`src/sv/nfws_pkg.sv`:
```
// ----------------------------------------------------------------------------
// nfws_pkg : shared types and constants of the NOR flash word store
// Geometry, request and status codes, and the controller/datapath link.
// ----------------------------------------------------------------------------
package nfws_pkg;

  // Geometry
  localparam int SECTOR_BYTES     = 65536;
  localparam int NUM_SECTORS      = 20;
  localparam int WORDS_PER_SECTOR = SECTOR_BYTES / 2;
  localparam int TOTAL_WORDS      = WORDS_PER_SECTOR * NUM_SECTORS;
  localparam int MEM_AW           = $clog2(TOTAL_WORDS);

  // Field widths
  localparam int MODE_W   = 2;
  localparam int ADDR_W   = 21;
  localparam int DATA_W   = 16;
  localparam int SECTOR_W = 5;
  localparam int STATUS_W = 2;

  localparam int IN_FIELDS_W  = MODE_W + ADDR_W + DATA_W + SECTOR_W;
  localparam int IN_TDATA_W   = ((IN_FIELDS_W + 7) / 8) * 8;
  localparam int OUT_FIELDS_W = DATA_W + STATUS_W;
  localparam int OUT_TDATA_W  = ((OUT_FIELDS_W + 7) / 8) * 8;

  localparam logic [DATA_W-1:0] ERASED_WORD = '1;

  typedef enum logic [MODE_W-1:0] {
    MODE_READ        = 2'd0,
    MODE_PROGRAM     = 2'd1,
    MODE_ERASE_SECT  = 2'd2,
    MODE_ERASE_ALL   = 2'd3
  } mode_t;

  typedef enum logic [STATUS_W-1:0] {
    STATUS_OK         = 2'd0,
    STATUS_BAD_ADDR   = 2'd1,
    STATUS_BAD_SECTOR = 2'd2
  } status_t;

  // Class of an incoming request, decoded straight off the input beat
  typedef enum logic [1:0] {
    CLS_READ,
    CLS_PROGRAM,
    CLS_ERASE,
    CLS_REJECT
  } in_class_t;

  typedef enum logic [2:0] {
    ST_CLEAR,
    ST_IDLE,
    ST_ACCESS,
    ST_ERASE,
    ST_PUSH
  } state_t;

  typedef struct packed {
    logic accept;      // latch request, start word read, load walk bounds
    logic prog_write;  // write back read word ANDed with request data
    logic erase_step;  // write erased word at walk pointer and advance
    logic push;        // load the output register
    logic push_mem;    // output data comes from the memory read port
    logic hold_mem;    // park memory read data in the result register
  } cmd_t;

  typedef struct packed {
    in_class_t in_class;
    mode_t     req_mode;
    logic      walk_last;
    logic      out_free;
  } stat_t;

endpackage

```
`src/sv/nfws_ctrl.sv`:
```
// ----------------------------------------------------------------------------
// nfws_ctrl : request sequencer of the NOR flash word store
// Steps each request through access, erase walk and result hand-off.
// ----------------------------------------------------------------------------
module nfws_ctrl import nfws_pkg::*; (
  input  logic  clk,
  input  logic  rst,
  input  logic  in_valid,
  output logic  in_ready,
  input  stat_t stat,
  output cmd_t  cmd
);

  state_t state;
  state_t state_next;

  always_ff @(posedge clk) begin
    if (rst) begin
      state <= ST_CLEAR;
    end else begin
      state <= state_next;
    end
  end

  always_comb begin
    state_next = state;
    unique case (state)
      ST_CLEAR: begin
        if (stat.walk_last) state_next = ST_IDLE;
      end
      ST_IDLE: begin
        if (in_valid) begin
          unique case (stat.in_class)
            CLS_READ, CLS_PROGRAM: state_next = ST_ACCESS;
            CLS_ERASE:             state_next = ST_ERASE;
            CLS_REJECT:            state_next = ST_PUSH;
          endcase
        end
      end
      ST_ACCESS: begin
        state_next = stat.out_free ? ST_IDLE : ST_PUSH;
      end
      ST_ERASE: begin
        if (stat.walk_last) state_next = ST_PUSH;
      end
      ST_PUSH: begin
        if (stat.out_free) state_next = ST_IDLE;
      end
      default: state_next = ST_IDLE;
    endcase
  end

  always_comb begin
    cmd      = '0;
    in_ready = 1'b0;
    unique case (state)
      ST_CLEAR: begin
        cmd.erase_step = 1'b1;
      end
      ST_IDLE: begin
        in_ready   = 1'b1;
        cmd.accept = in_valid;
      end
      ST_ACCESS: begin
        cmd.prog_write = stat.req_mode == MODE_PROGRAM;
        if (stat.out_free) begin
          cmd.push     = 1'b1;
          cmd.push_mem = stat.req_mode == MODE_READ;
        end else begin
          cmd.hold_mem = stat.req_mode == MODE_READ;
        end
      end
      ST_ERASE: begin
        cmd.erase_step = 1'b1;
      end
      ST_PUSH: begin
        cmd.push = stat.out_free;
      end
      default: ;
    endcase
  end

endmodule

```
`config.mk`:
```
export PLATFORM = sky130hd
export DESIGN_NAME = nfws_ctrl
export DESIGN_NICKNAME = d
export VERILOG_FILES = /design/src/sv/nfws_pkg.sv /design/src/sv/nfws_ctrl.sv
export SDC_FILE = /design/constraint.sdc
export NUM_CORES = 1
export LEC_CHECK = 0
export ABC_AREA = 1
export BUFFER_PORTS_ARGS = -buffer_cell sky130_fd_sc_hd__buf_2
export CORE_AREA = 2 2 39 41
export DETAILED_ROUTE_END_ITERATION = 8
export DIE_AREA = 0 0 41 43
export PLACE_DENSITY = 0.58
export REMOVE_ABC_BUFFERS = 1
export SYNTH_ARGS = -nofsm -noshare
export SYNTH_HDL_FRONTEND = slang
export SYNTH_SLANG_ARGS = --single-unit
export TNS_END_PERCENT = 100
```
`constraint.sdc`:
```
create_clock -name clk -period 1.4 [get_ports clk]
set_input_delay 0.21 -clock clk [delete_from_list [all_inputs] [get_ports clk]]
set_output_delay 0.21 -clock clk [all_outputs]
set_load 0.01 [all_outputs]
```
==> flow_metrics.tcl <==
set metrics [dict create \
    run_status "finished, final reports clean" \
    holdCritPathClass "in -> reg" \
    rr_endpoint "state[2]" \
    cts_tree "built" \
    cap_violations 0 \
    yosys_warnings 0 \
    maxSlewViolCount 0 \
    cp_data_arrival_time_ns 1.09 \
    yosysUniqueCellTypes 16 \
    floorplan.die.width_um 41 \
    synth_cells 57 \
    fin_area_um2 443 \
    synthToLayoutAreaGrowth_pct 47.5 \
    clkLatencyLatePin_ns 0.23 \
    yosysTopAreaCell "nand2_1" \
    post-place-ws_ns 0.239 \
    fin_ws_ns 0.101 \
    tightestPinTransition_ns 0.183 \
    wl_um 722 \
    reg2reg_setup_slack_ns 0.34 \
    drt_iter0_markers 1 \
    wire_per_inst_um 7.85 \
    syn-cell-area_um2 300 \
    synth_top_area_share_pct 21.3 \
    dpl.hpwl_um 575 \
    largest_reg_flops 3 \
    layout_common_cells "17 x nand2_1, 15 x buf_2, 13 x nor2_1" \
    fmax_mhz 770 \
    coreArea_um2 1380 \
    max-slew-margin-rel_pct 87.8 \
    ios 16 \
    cts_max_level 1 \
    drtPass1Iterations 4 \
    fill_cells 170 \
    die_y_um 43 \
    period_needed_ns 1.30 \
    skew_ns 0.00268 \
    crit_type "reg -> out" \
    hold_violations 0 \
    die_area_um2 1760 \
    synth_area_leaders "nand2_1 21%, dfxtp_1 20%, nor2_1 19%" \
    antenna_found_initial 0 \
    post_cts_buffers 0 \
    gp_congestion 0.745 \
    cp_max_fo 8 \
    fin_tns_setup_ns 0 \
    grt_pass1_wl_um 1210 \
    synth_seq_cells 3 \
    r2r-start "state[0]" \
    grt_pass1_vias 344 \
    worstSetupEndpointType "output pin" \
    postCtsHoldBufs 0 \
    cp.required_ns 1.19 \
    stdcell_count 92 \
    rsz0062_at_grt "no" \
    cellLeakagePower_nw 0.256 \
    root_buffer "clkbuf_4" \
    top_regs "state (3)" \
    synth.yosys.seq_area_share_pct 20.0 \
    path_clk_slew_ns 0.04 \
    clockBufferDepth 2 \
    antenna_left 0 \
    r2r_cells 8 \
    grt_util_all_layers_pct 10.1 \
    grt.overflow.total 0 \
    final_common_cell "nand2_1" \
    vias 391 \
    drc_errors 0 \
    cts.sinks 3 \
    num_rows 14 \
    vias_per_cell 4.25 \
    portBuffers 15 \
    antenna_cells 0 \
    crit_path_start_kind "flip-flop" \
    drive_gt1_share_pct 39.5 \
    syn_avg_cell_area_um2 5.27 \
    min_period_over_period_pct 92.8 \
    post_dp_cell_area_um2 395 \
    p_per_area_nw_per_um2 2160 \
    setup_viol 0 \
    dp.cells 88 \
    regMostFlops "state" \
    hold_ws_ns 0.225 \
    cts_inserted_buffers 3 \
    crit_end "cmd[0]" \
    ir_drop_uv 695 \
    grt_max_degree 9 \
    nets 86 \
    start_util_pct 21.7 \
    setup.worst_path.start "state[2]" \
]
-- stage by stage --
stage / power (mW) / utilization [%]
2_1_floorplan: 0.611 / -
3_3_place_gp: 0.764 / 28.6
3_5_place_dp: 0.765 / 28.6
4_1_cts: 0.931 / 30.6
5_1_grt: 1.09 / 32.0
6_report: 0.957 / 32.0
-- area by class of cell --
class                   instances  area (µm²)  area share (%)
clock buffers                   4        26.3            5.93
inverters                       8        32.5            7.34
multi-input cells              46         225            50.8
flip-flops and latches          3        63.8            14.4
well taps                      16        20.0            4.52
repair buffers                 15        75.1            16.9
-- synth_stat cells (all sizes together) --
library cell	count
o21ai	2
nand4	1
nor3b	1
nand2	18
inv	8
nor3	1
nand3	4
dfxtp	3
nand3b	1
nor2	16
a21oi	1
or2	1
-- worst min-delay path by stage --
stage	from	endpoint	slack, ns	cells past startpoint
finish	rst	state[0]	0.22	4
global route	rst	state[0]	0.25	4
CTS	rst	state[1]	0.22	4
detailed placement	rst	state[1]	0.48	4
global placement	rst	state[2]	0.48	4
floorplan	rst	state[1]	0.38	3
-- worst max-delay path, stage by stage (launching register included) --
cell and delay, ns:
dfxtp_2 0.36, inv_4 0.09, nand3_2 0.10, nor3_1 0.15, buf_2 0.16
-- layer usage --
metal  up-vias  GRT usage [%]  part of all wire [%]
met5         -              0                     0
met4         0           8.00                     0
met1       163           12.2                    42
met3         0           1.57                   7.1
li1        214              -                     -
met2        14           15.0                    51
-- repair_timing --
item	in CTS	in global routing
setup endpoints to repair	1	6
resized for setup	1	7
hold endpoints to repair	0	0
-- power by group --
part | switching [mW] | internal (mW) | total [mW]
Combinational | 0.353 | 0.225 | 0.579
Clock | 0.0449 | 0.107 | 0.152
Sequential | 0.0867 | 0.141 | 0.227
-- kinds of logic after synthesis --
kind of cell           after synthesis  share of synthesized area [%]
AO/OA/AOI/OAI                        3                           5.00
buffers and inverters                8                           10.0
flip-flops                           3                           20.0
AND/OR/NAND/NOR                     43                           65.0
Power figures use the tool's default switching activity.
